File: src/qrlp_pkg.sv
// ----------------------------------------------------------------------------
// Quoted record line parser package
// Shared event codes, parse phase codes, character constants, the result
// type and the saturating decimal digit helper.
// ----------------------------------------------------------------------------
package qrlp_pkg;

    // Widths of the item fields.
    localparam int BYTE_W  = 8;
    localparam int EVENT_W = 2;
    localparam int POP_W   = 31;
    localparam int PHASE_W = 3;

    // Result event codes.
    localparam logic [EVENT_W-1:0] EV_NONE   = 2'd0;
    localparam logic [EVENT_W-1:0] EV_NAME   = 2'd1;
    localparam logic [EVENT_W-1:0] EV_ACCEPT = 2'd2;
    localparam logic [EVENT_W-1:0] EV_REJECT = 2'd3;

    // Parse phases.
    localparam logic [PHASE_W-1:0] PH_START     = 3'd0;
    localparam logic [PHASE_W-1:0] PH_RANK      = 3'd1;
    localparam logic [PHASE_W-1:0] PH_NAME_OPEN = 3'd2;
    localparam logic [PHASE_W-1:0] PH_NAME      = 3'd3;
    localparam logic [PHASE_W-1:0] PH_COMMA     = 3'd4;
    localparam logic [PHASE_W-1:0] PH_POP_OPEN  = 3'd5;
    localparam logic [PHASE_W-1:0] PH_POP       = 3'd6;

    // Characters of interest.
    localparam logic [BYTE_W-1:0] CH_DIGIT0 = 8'h30;
    localparam logic [BYTE_W-1:0] CH_DIGIT9 = 8'h39;
    localparam logic [BYTE_W-1:0] CH_COMMA  = 8'h2C;
    localparam logic [BYTE_W-1:0] CH_QUOTE  = 8'h22;
    localparam logic [BYTE_W-1:0] CH_LPAREN = 8'h28;

    // Saturation limits of the population value.
    localparam logic [POP_W-1:0] POP_MAX   = 31'd2147483647;
    localparam logic [POP_W-1:0] SAT_LIMIT = 31'd214748364;

    // One result item.
    typedef struct packed {
        logic [EVENT_W-1:0] event_res;
        logic [BYTE_W-1:0]  name_char;
        logic [POP_W-1:0]   population;
    } result_t;

    // Append one decimal digit, saturating at the largest population.
    function automatic logic [POP_W-1:0] add_digit(input logic [POP_W-1:0] acc,
                                                   input logic [3:0] digit);
        logic [POP_W-1:0] times_ten;
        times_ten = (acc << 3) + (acc << 1);
        if (acc > SAT_LIMIT || (acc == SAT_LIMIT && digit > 4'd7))
        begin
            return POP_MAX;
        end
        return times_ten + POP_W'(digit);
    endfunction

endpackage

File: src/quoted_record_line_parser_unit.sv
// ----------------------------------------------------------------------------
// Quoted record line parser
// Checks text lines of the form rank,"name","population" or rank,"name",(
// one byte per item and reports name bytes and a verdict per line.
// ----------------------------------------------------------------------------
// Usage:
//   The input channel carries one byte of a line per item in text_byte, with
//   line_end high on the last byte of the line. Every input item produces
//   exactly one result item: event_res gives nothing, a name byte (in
//   name_char), an accepted record (with population) or a rejected line.
//   Results are registered, in the output register or, when it is held, in the
//   skid entry. Throughput is one item per cycle while in_stall is low, set
//   by the single parse state update that each byte makes.
//   Results go through an output register backed by one skid entry, so
//   in_stall is a registered signal. When the receiver holds out_stall, one
//   more item is taken into the skid entry and then in_stall rises until
//   the output drains.
//   Reset clears the parse state to the start of a line and empties the
//   output register and skid entry.
// ----------------------------------------------------------------------------
module quoted_record_line_parser_unit
    import qrlp_pkg::*;
(
    input  logic               clk,
    input  logic               rst_n,
    input  logic               in_valid,
    output logic               in_stall,
    input  logic [BYTE_W-1:0]  text_byte,
    input  logic               line_end,
    output logic               out_valid,
    input  logic               out_stall,
    output logic [EVENT_W-1:0] event_res,
    output logic [BYTE_W-1:0]  name_char,
    output logic [POP_W-1:0]   population
);

    logic    in_fire;
    logic    out_fire;
    result_t new_res;
    logic    out_valid_reg;
    result_t out_res_reg;
    logic    skid_valid_reg;
    result_t skid_res_reg;

    assign in_stall = skid_valid_reg;
    assign in_fire  = in_valid && !skid_valid_reg;
    assign out_fire = out_valid_reg && !out_stall;

    qrlp_parser u_parser (
        .clk       (clk),
        .rst_n     (rst_n),
        .step_en   (in_fire),
        .text_byte (text_byte),
        .line_end  (line_end),
        .result    (new_res)
    );

    // Output register and skid entry control.
    always_ff @(posedge clk or negedge rst_n)
    begin
        if (!rst_n)
        begin
            out_valid_reg  <= 1'b0;
            skid_valid_reg <= 1'b0;
        end
        else if (skid_valid_reg)
        begin
            if (out_fire)
            begin
                skid_valid_reg <= 1'b0;
            end
        end
        else if (in_fire)
        begin
            if (out_valid_reg && !out_fire)
            begin
                skid_valid_reg <= 1'b1;
            end
            else
            begin
                out_valid_reg <= 1'b1;
            end
        end
        else if (out_fire)
        begin
            out_valid_reg <= 1'b0;
        end
    end

    // Result payload moves without reset.
    always_ff @(posedge clk)
    begin
        if (skid_valid_reg)
        begin
            if (out_fire)
            begin
                out_res_reg <= skid_res_reg;
            end
        end
        else if (in_fire)
        begin
            if (out_valid_reg && !out_fire)
            begin
                skid_res_reg <= new_res;
            end
            else
            begin
                out_res_reg <= new_res;
            end
        end
    end

    assign out_valid  = out_valid_reg;
    assign event_res  = out_res_reg.event_res;
    assign name_char  = out_res_reg.name_char;
    assign population = out_res_reg.population;

endmodule

File: src/qrlp_parser.sv
// ----------------------------------------------------------------------------
// Quoted record line parser state machine
// Holds the per-line parse state and works out the result of one byte.
// ----------------------------------------------------------------------------
module qrlp_parser
    import qrlp_pkg::*;
(
    input  logic              clk,
    input  logic              rst_n,
    input  logic              step_en,
    input  logic [BYTE_W-1:0] text_byte,
    input  logic              line_end,
    output result_t           result
);

    logic [PHASE_W-1:0] phase_reg;
    logic [PHASE_W-1:0] phase_next;
    logic [POP_W-1:0]   acc_reg;
    logic [POP_W-1:0]   acc_next;
    logic               finished_reg;
    logic               finished_next;
    logic               is_digit;
    logic [BYTE_W-1:0]  digit_diff;
    logic [EVENT_W-1:0] ev;
    logic [BYTE_W-1:0]  ch;
    logic [POP_W-1:0]   pop;

    assign is_digit   = (text_byte inside {[CH_DIGIT0:CH_DIGIT9]});
    assign digit_diff = text_byte - CH_DIGIT0;

    // Next state and result of the byte at the input.
    always_comb
    begin
        phase_next    = phase_reg;
        acc_next      = acc_reg;
        finished_next = finished_reg;
        ev            = EV_NONE;
        ch            = '0;
        pop           = '0;

        if (finished_reg)
        begin
            // Verdict already given: skip bytes until the line ends.
            if (line_end)
            begin
                phase_next    = PH_START;
                acc_next      = '0;
                finished_next = 1'b0;
            end
        end
        else
        begin
            case (phase_reg)
                PH_START:
                begin
                    if (is_digit) phase_next = PH_RANK;
                    else ev = EV_REJECT;
                end
                PH_RANK:
                begin
                    if (is_digit) phase_next = PH_RANK;
                    else if (text_byte == CH_COMMA) phase_next = PH_NAME_OPEN;
                    else ev = EV_REJECT;
                end
                PH_NAME_OPEN:
                begin
                    if (text_byte == CH_QUOTE) phase_next = PH_NAME;
                    else ev = EV_REJECT;
                end
                PH_NAME:
                begin
                    if (text_byte == CH_QUOTE)
                    begin
                        phase_next = PH_COMMA;
                    end
                    else
                    begin
                        ev = EV_NAME;
                        ch = text_byte;
                    end
                end
                PH_COMMA:
                begin
                    if (text_byte == CH_COMMA) phase_next = PH_POP_OPEN;
                    else ev = EV_REJECT;
                end
                PH_POP_OPEN:
                begin
                    if (text_byte == CH_QUOTE)
                    begin
                        phase_next = PH_POP;
                        acc_next   = '0;
                    end
                    else if (text_byte == CH_LPAREN)
                    begin
                        ev = EV_ACCEPT;
                    end
                    else
                    begin
                        ev = EV_REJECT;
                    end
                end
                PH_POP:
                begin
                    if (is_digit)
                    begin
                        acc_next = add_digit(acc_reg, digit_diff[3:0]);
                    end
                    else if (text_byte == CH_COMMA)
                    begin
                        acc_next = acc_reg;
                    end
                    else if (text_byte == CH_QUOTE)
                    begin
                        ev  = EV_ACCEPT;
                        pop = acc_reg;
                    end
                    else
                    begin
                        ev = EV_REJECT;
                    end
                end
                default:
                begin
                    ev = EV_REJECT;
                end
            endcase

            // A line that ends without a verdict is rejected on its last byte.
            if (line_end && ev != EV_ACCEPT && ev != EV_REJECT)
            begin
                ev = EV_REJECT;
                ch = '0;
            end

            // After a verdict, clear at once or wait for the end of the line.
            if (ev == EV_ACCEPT || ev == EV_REJECT)
            begin
                if (line_end)
                begin
                    phase_next    = PH_START;
                    acc_next      = '0;
                    finished_next = 1'b0;
                end
                else
                begin
                    finished_next = 1'b1;
                end
            end
        end
    end

    assign result.event_res  = ev;
    assign result.name_char  = ch;
    assign result.population = pop;

    // Parse state advances only on an accepted item.
    always_ff @(posedge clk or negedge rst_n)
    begin
        if (!rst_n)
        begin
            phase_reg    <= PH_START;
            acc_reg      <= '0;
            finished_reg <= 1'b0;
        end
        else if (step_en)
        begin
            phase_reg    <= phase_next;
            acc_reg      <= acc_next;
            finished_reg <= finished_next;
        end
    end

endmodule

File: config.mk
export PLATFORM = sky130hd
export DESIGN_NAME = quoted_record_line_parser_unit
export DESIGN_NICKNAME = d
export VERILOG_FILES = /design/src/qrlp_pkg.sv /design/src/quoted_record_line_parser_unit.sv /design/src/qrlp_parser.sv
export SDC_FILE = /design/constraint.sdc
export NUM_CORES = 1
export LEC_CHECK = 0
export BUFFER_PORTS_ARGS = -buffer_cell sky130_fd_sc_hd__buf_2
export CORE_MARGIN = 1
export CORE_UTILIZATION = 61
export DETAILED_ROUTE_END_ITERATION = 7
export PLACE_DENSITY = 0.81
export SLEW_MARGIN = 20
export SYNTH_ARGS = -nofsm -noshare
export SYNTH_HDL_FRONTEND = slang
export SYNTH_HIERARCHICAL = 1
export SYNTH_SLANG_ARGS = --single-unit
File: constraint.sdc
create_clock -name clk -period 4.9 [get_ports clk]
set_input_delay 0 -clock clk [delete_from_list [all_inputs] [get_ports clk]]
set_output_delay 0 -clock clk [all_outputs]
set_load 0.01 [all_outputs]
==> impl_metrics.json, run 1 <==
{
  "status": "complete, no violations",
  "timing.critical_path.cells": "inv_1 -> fa_1 -> inv_1 -> fa_1 -> a211oi_1 -> o211ai_1 -> nand3_1 -> a21oi_1 -> or2_0 -> a41oi_2 -> mux2i_1 -> a32o_1",
  "num-nets-final": 852,
  "worst_setup_path_class": "reg2reg",
  "synth_edf_count": 82,
  "areaGrowthSynthToFinish_pct": 14.3,
  "die_h_um": 115,
  "dominant_combinational_cell_family_by_area_after_synthesis": "compound AO/OA/AOI/OAI gates",
  "layout-drive-gt1-share_pct": 19.6,
  "portBuffers": 55,
  "timing.final.crit_share_pct": 69.8,
  "final_hold_viol_count": 0,
  "grt_start_max_net_pins": 46,
  "finalSetupViolations": 0,
  "cts_inserted_buffers": 17,
  "starting_utilization_of_the_core_area_pct": 63.6,
  "synth_compound_area_share_pct": 16.5,
  "cts_hold_buffers": 9,
  "wl_per_cell_um": 20.6,
  "critPathRequiredTime_ps": 5200,
  "layout_commonest_cell": "sky130_fd_sc_hd__edfxtp_1",
  "yosysWarningCount": 6,
  "diodes": 0,
  "postSynthAreaPerCell_um2": 10.8,
  "timing.max_slew.rel_slack_pct": 38.8,
  "tritoncts": "built",
  "h-tree-depth": 4,
  "synthesis.area_mm2": 0.00776,
  "final_design_area_no_fill_mm2": 0.00887,
  "placed_cells": 920,
  "synth_xor_xnor_area_share_pct": 2.37,
  "static_leakage_power_nw": 3.96,
  "synth_mux_area_share_pct": 8.79,
  "antenna_violations_before_repair": 0,
  "average_vias_per_placed_instance": 6.42,
  "clock_pin_transition_on_the_worst_setup_and_hold_timing_paths_ps": 60,
  "cts.repair.resized": 0,
  "global_route_wire_length_before_repair_mm": 30.6,
  "design.core.area_mm2": 0.0122,
  "clock_tree.buffer_depth": 2,
  "cts_root_cell": "sky130_fd_sc_hd__clkbuf_16",
  "drt_pass1_iterations": 5,
  "holdCritPathClass": "in2reg",
  "post-route-drc-count": 0,
  "antenna_left": 0,
  "peakVddDrop_mv": 0.261,
  "hpwlAfterDp_mm": 13.1,
  "cts.repair_timing.setup_buffer_count": 0,
  "floorplan.rows": 40,
  "source_to_sink_clock_delay_at_the_later_pin_of_the_worst_skew_pair_ps": 410,
  "synth_cell_types": 75,
  "power_frac_seq_pct": 39.9,
  "drt_iter0_markers": 680,
  "postSynth.topFlopCell": "sky130_fd_sc_hd__edfxtp_1",
  "worst_ep_arrival_time_ps": 3720,
  "grt_util_all_layers_pct": 30.3,
  "p_int_mw": 2.57,
  "cellPowerDensity_mw_per_mm2": 407,
  "crit_path_start_kind": "flop",
  "dpl-instance-area_mm2": 0.00813,
  "proportion_of_power_drawn_by_combinational_gates_pct": 23.7,
  "clkPwrFrac_pct": 36.4,
  "clock_skew_ps": 7.61,
  "synthSimpleGateAreaFrac_pct": 15.4,
  "drv_slew": 0,
  "cp_slowest_cell": "sky130_fd_sc_hd__fa_1",
  "gpl.final_weighted_congestion": 0.923,
  "floorplan.die.width_um": 115,
  "synthesis.instances": 718,
  "floorplan.io_pins": 56,
  "synthArstFlopShare_pct": 31.1,
  "fin_setup_tns_ps": 0,
  "design.die.area_mm2": 0.0132,
  "maxCapViolCount": 0,
  "wirelength_mm": 19.8,
  "synth_sequential_area_ratio_pct": 43.7,
  "post_synth_fa_ha_maj_area_fraction_pct": 9.54,
  "switchingPower_mw": 1.04,
  "globalRouteOverflowTotal": 0,
  "largest_register_ff_count": 41,
  "critPathMaxStageDelay_ps": 520,
  "top_achievable_clock_speed_ghz": 0.293,
  "cts.sinks": 119,
  "mappedNetlistNets": 789,
  "worst_hold_slack_ps": 44.3,
  "timing_worst_slew_pin_value_ps": 914,
  "layout.cells.non_filler": 962,
  "switching_share_pct": 28.9,
  "rsz0062_at_grt": "false",
  "dr_total_vias": 6175,
  "endpoint_kind": "flop",
  "vias_in_the_first_global_route": 5954,
  "overall_power_mw": 3.61,
  "postSynthRegisterBits": 119,
  "finalCriticalPeriod_ps": 3420,
  "crit_fanout": 5,
  "final_cell_mix": "82 x sky130_fd_sc_hd__edfxtp_1, 61 x sky130_fd_sc_hd__a21oi_1, 58 x sky130_fd_sc_hd__nand2_1"
}
## critical path, delay by kind of cell (launching register included)
| kind | cells | cell delay [ps] |
|---|---|---|
| muxes | 1 | 130 |
| AOI/OAI and AO/OA | 5 | 1140 |
| and+or+nand+nor | 2 | 420 |
| adders and majority gates | 2 | 1000 |
| DFF | 1 | 420 |
| buffers and inverters | 2 | 190 |
## final timing paths
path,startpoint,endpoint,slack [ps],cells past startpoint
max in group asynchronous,rst_n,in_stall$_DFF_PN0_,4030,2
min reg2reg,u_parser/acc_reg[30]$_DFFE_PN0P_,u_parser/acc_reg[30]$_DFFE_PN0P_,530,2
max,u_parser/acc_reg[0]$_DFFE_PN0P_,u_parser/acc_reg[24]$_DFFE_PN0P_,1480,12
min in group asynchronous,rst_n,u_parser/acc_reg[3]$_DFFE_PN0P_,260,2
max reg2reg,u_parser/acc_reg[0]$_DFFE_PN0P_,u_parser/acc_reg[24]$_DFFE_PN0P_,1480,12
min,text_byte[2],skid_res_reg[33]$_DFFE_PP_,40,2
## synth_stat cells (7+ instances only)
cell type                  number  share of area (%)
sky130_fd_sc_hd__nor3_1        13               0.84
sky130_fd_sc_hd__o21ai_1        8               0.52
sky130_fd_sc_hd__nand3_1       16                1.0
sky130_fd_sc_hd__and2_1        31                2.5
sky130_fd_sc_hd__mux2i_1        7               0.90
sky130_fd_sc_hd__inv_1         26                1.3
sky130_fd_sc_hd__nor2_1        52                2.5
sky130_fd_sc_hd__dfrtp_1       37                 12
sky130_fd_sc_hd__xnor2_1       14                1.6
sky130_fd_sc_hd__a21oi_1       61                3.9
sky130_fd_sc_hd__clkbuf_1      13               0.63
sky130_fd_sc_hd__nand2_1       58                2.8
sky130_fd_sc_hd__edfxtp_1      82                 32
sky130_fd_sc_hd__o21ai_0       39                2.5
sky130_fd_sc_hd__xor2_1         7               0.79
sky130_fd_sc_hd__nor4_1        11               0.89
sky130_fd_sc_hd__a21o_1        13                1.3
sky130_fd_sc_hd__nand2b_1       7               0.56
sky130_fd_sc_hd__ha_1          56                9.0
sky130_fd_sc_hd__mux2_4        37                7.2
## cell families after synthesis
logic type | after synthesis
AND/OR/NAND/NOR | 228
adder cells (fa/ha/maj) | 58
buffers and inverters | 52
AO/OA/AOI/OAI | 191
flip-flops | 119
multiplexers | 49
XOR/XNOR | 21
## layout make-up
| type | count | area [µm²] |
|---|---|---|
| Sequential cell | 119 | 3390 |
| Clock buffer | 17 | 425 |
| Timing Repair Buffer | 70 | 450 |
| Fill cell | 833 | 3340 |
| Multi-Input combinational cell | 547 | 4100 |
| Inverter | 26 | 97.6 |
| Clock inverter | 15 | 200 |
| Tap cell | 168 | 210 |
## power by group through the flow
stage / logic (mW) / clock network, mW / registers, mW
6_report: 0.855 / 1.32 / 1.44
5_1_grt: 0.906 / 1.36 / 1.46
4_1_cts: 0.833 / 1.32 / 1.43
3_5_place_dp: 0.803 / 0 / 1.44
3_3_place_gp: 0.750 / 0 / 1.43
2_1_floorplan: 0.515 / 0 / 1.53
## routing by layer
metal  vias up  part of all wire [%]  global-route usage, %
li1       2832                     -                      -
met1      2955                    42                   40.0
met2       338                    48                   50.3
met3        50                   7.2                   5.17
met4         0                   2.4                   11.5
met5         -                     0                      0
## metrics by stage
stage               util, %  setup WS, ps
floorplan                 -           617
global route           72.7          1280
finish                 72.7          1480
global placement       66.3          1660
detailed placement     66.6          1560
CTS                    72.4          1510
Power figures use the tool's default switching activity.
==> run 2: changes to the inputs <==
- clock period: 4.9 -> 3.5 ns (I/O delays scaled with it)
==> impl_metrics.json, run 2 (synthesis results as in run 1) <==
{
  "top_achievable_clock_speed_ghz": 0.309,
  "drv_slew": 0,
  "areaGrowthSynthToFinish_pct": 14.2,
  "num-nets-final": 861,
  "diodes": 0,
  "gpl.final_weighted_congestion": 0.900,
  "switching_share_pct": 28.9,
  "cts_inserted_buffers": 17,
  "wirelength_mm": 19.5,
  "worst_ep_arrival_time_ps": 3550,
  "endpoint_kind": "flop",
  "crit_fanout": 5,
  "static_leakage_power_nw": 3.97,
  "layout_commonest_cell": "sky130_fd_sc_hd__edfxtp_1",
  "maxCapViolCount": 0,
  "timing.max_slew.rel_slack_pct": 42.7,
  "holdCritPathClass": "in2reg",
  "sequential_cell_area_mm2": 0.00339,
  "h-tree-depth": 4,
  "die_h_um": 115,
  "average_vias_per_placed_instance": 6.41,
  "dpl-instance-area_mm2": 0.00817,
  "global_route_wire_length_before_repair_mm": 30.9,
  "post-route-drc-count": 0,
  "tritoncts": "built",
  "design.core.area_mm2": 0.0122,
  "cellPowerDensity_mw_per_mm2": 545,
  "worstHoldPathCells": 2,
  "clock_pin_transition_on_the_worst_setup_and_hold_timing_paths_ps": 60,
  "source_to_sink_clock_delay_at_the_later_pin_of_the_worst_skew_pair_ps": 420,
  "worst_r2r_startpoint": "u_parser/acc_reg[0]$_DFFE_PN0P_",
  "antenna_violations_before_repair": 0,
  "p_int_mw": 3.44,
  "peakVddDrop_mv": 0.388,
  "proportion_of_power_drawn_by_combinational_gates_pct": 24.5,
  "power_frac_seq_pct": 40.9,
  "final_design_area_no_fill_mm2": 0.00886,
  "finalSetupViolations": 0,
  "final_hold_viol_count": 0,
  "fin_setup_tns_ps": 0,
  "clock_skew_ps": 10.6,
  "cts.sinks": 119,
  "final_cell_mix": "82 x sky130_fd_sc_hd__edfxtp_1, 61 x sky130_fd_sc_hd__a21oi_1, 58 x sky130_fd_sc_hd__nand2_1",
  "crit_path_start_kind": "flop",
  "reg2reg_slack_ps": 260,
  "worst_setup_path_class": "reg2reg",
  "fill_cells": 832,
  "vias_in_the_first_global_route": 5915,
  "hpwlAfterDp_mm": 13.2,
  "critPathRequiredTime_ps": 3810,
  "status": "complete, no violations",
  "antenna_left": 0,
  "dr_total_vias": 6220,
  "design.die.area_mm2": 0.0132,
  "timing_worst_slew_pin_value_ps": 859,
  "starting_utilization_of_the_core_area_pct": 63.6,
  "final_util_pct": 72.6,
  "end_point_of_the_most_critical_hold_path": "skid_res_reg[34]$_DFFE_PP_",
  "floorplan.die.width_um": 115,
  "reg2reg_to": "u_parser/acc_reg[24]$_DFFE_PN0P_",
  "total_area_of_multi_input_combinational_cells_mm2": 0.00410,
  "wl_per_cell_um": 20.1,
  "grt_util_all_layers_pct": 30.9,
  "overall_power_mw": 4.83,
  "globalRouteOverflowTotal": 0,
  "switchingPower_mw": 1.40,
  "finalCriticalPeriod_ps": 3240,
  "timing.final.crit_share_pct": 92.5,
  "drt_iter0_markers": 642,
  "place_ws_ps": 230,
  "clock_tree.buffer_depth": 2,
  "floorplan.io_pins": 56,
  "floorplan.rows": 40,
  "drt_pass1_iterations": 5,
  "rsz0062_at_grt": "false",
  "portBuffers": 55,
  "worst_r2r_path_depth": 12,
  "timing.hold.worst.start": "text_byte[3]",
  "grt_start_max_net_pins": 46,
  "worst_slack_ps": 261,
  "largest_register_ff_count": 41,
  "clkPwrFrac_pct": 34.6,
  "layout-drive-gt1-share_pct": 20.3,
  "cts_root_cell": "sky130_fd_sc_hd__clkbuf_16"
}
-- run 2: cell count changes in the layout (fill, tap and decap cells not counted), moves of 2 or more --
| cell | delta |
|---|---|
| sky130_fd_sc_hd__clkinv_2 | +3 |
| sky130_fd_sc_hd__bufinv_16 | -2 |
| sky130_fd_sc_hd__buf_4 | +9 |
| sky130_fd_sc_hd__inv_6 | -2 |
-- run 2: layout make-up --
type	instances	area share, %
inverter	26	1.10
timing repair buffer	79	5.65
clock buffer	18	4.84
clock inverter	14	1.51
sequential	119	38.2
tap	168	2.37
multi-input combinational	547	46.3
-- run 2: critical path, stage by stage (launching register included) --
cell	delay (ps)
sky130_fd_sc_hd__dfrtp_1	410
sky130_fd_sc_hd__inv_1	120
sky130_fd_sc_hd__fa_1	510
sky130_fd_sc_hd__inv_1	70
sky130_fd_sc_hd__fa_1	490
sky130_fd_sc_hd__a211oi_2	260
sky130_fd_sc_hd__o211ai_1	150
sky130_fd_sc_hd__nand3_1	130
sky130_fd_sc_hd__a21oi_1	110
sky130_fd_sc_hd__or2_0	230
sky130_fd_sc_hd__a41oi_2	280
sky130_fd_sc_hd__mux2i_1	110
sky130_fd_sc_hd__a32o_1	260
-- run 2: metrics by stage --
stage                     hold slack, ps  instances
after detailed placement             149        928
after floorplan                     -296        718
final                               25.1        971
after global placement               141        928
after CTS                           6.05        970
after global routing                21.0        971
-- run 2: worst max path at each step --
stage	endpoint	from	slack [ps]
floorplan	event_res[0]$_DFFE_PP_	in_stall$_DFF_PN0_	300
global placement	u_parser/acc_reg[24]$_DFFE_PN0P_	u_parser/acc_reg[0]$_DFFE_PN0P_	320
detailed placement	u_parser/acc_reg[24]$_DFFE_PN0P_	u_parser/acc_reg[0]$_DFFE_PN0P_	230
CTS	u_parser/acc_reg[24]$_DFFE_PN0P_	u_parser/acc_reg[0]$_DFFE_PN0P_	200
global route	u_parser/acc_reg[24]$_DFFE_PN0P_	u_parser/acc_reg[0]$_DFFE_PN0P_	20
finish	u_parser/acc_reg[24]$_DFFE_PN0P_	u_parser/acc_reg[0]$_DFFE_PN0P_	260
-- run 2: repair_timing --
| item | in CTS | in global routing |
|---|---|---|
| gates resized for setup | 0 | 1 |
| hold buffers | 10 | 0 |
| endpoints found under the setup margin | 0 | 1 |
| hold endpoints to repair | 47 | 0 |
| buffers inserted | 0 | 0 |
-- run 2: layer usage --
metal  vias up  track usage, %  share of wire (%)
li1       2845               -                  -
met1      2970            41.2                 42
met2       353            50.8                 49
met3        52            5.80                8.0
met4         0            11.1                1.9
met5         -               0                  0
-- run 2: power by group through the flow --
stage               clock network [mW]  logic [mW]  registers [mW]
floorplan                            0       0.723            2.13
global placement                     0        1.11            1.98
detailed placement                   0        1.14            2.00
CTS                               1.67        1.16            1.98
global route                      1.74        1.27            2.01
finish                            1.67        1.18            1.98
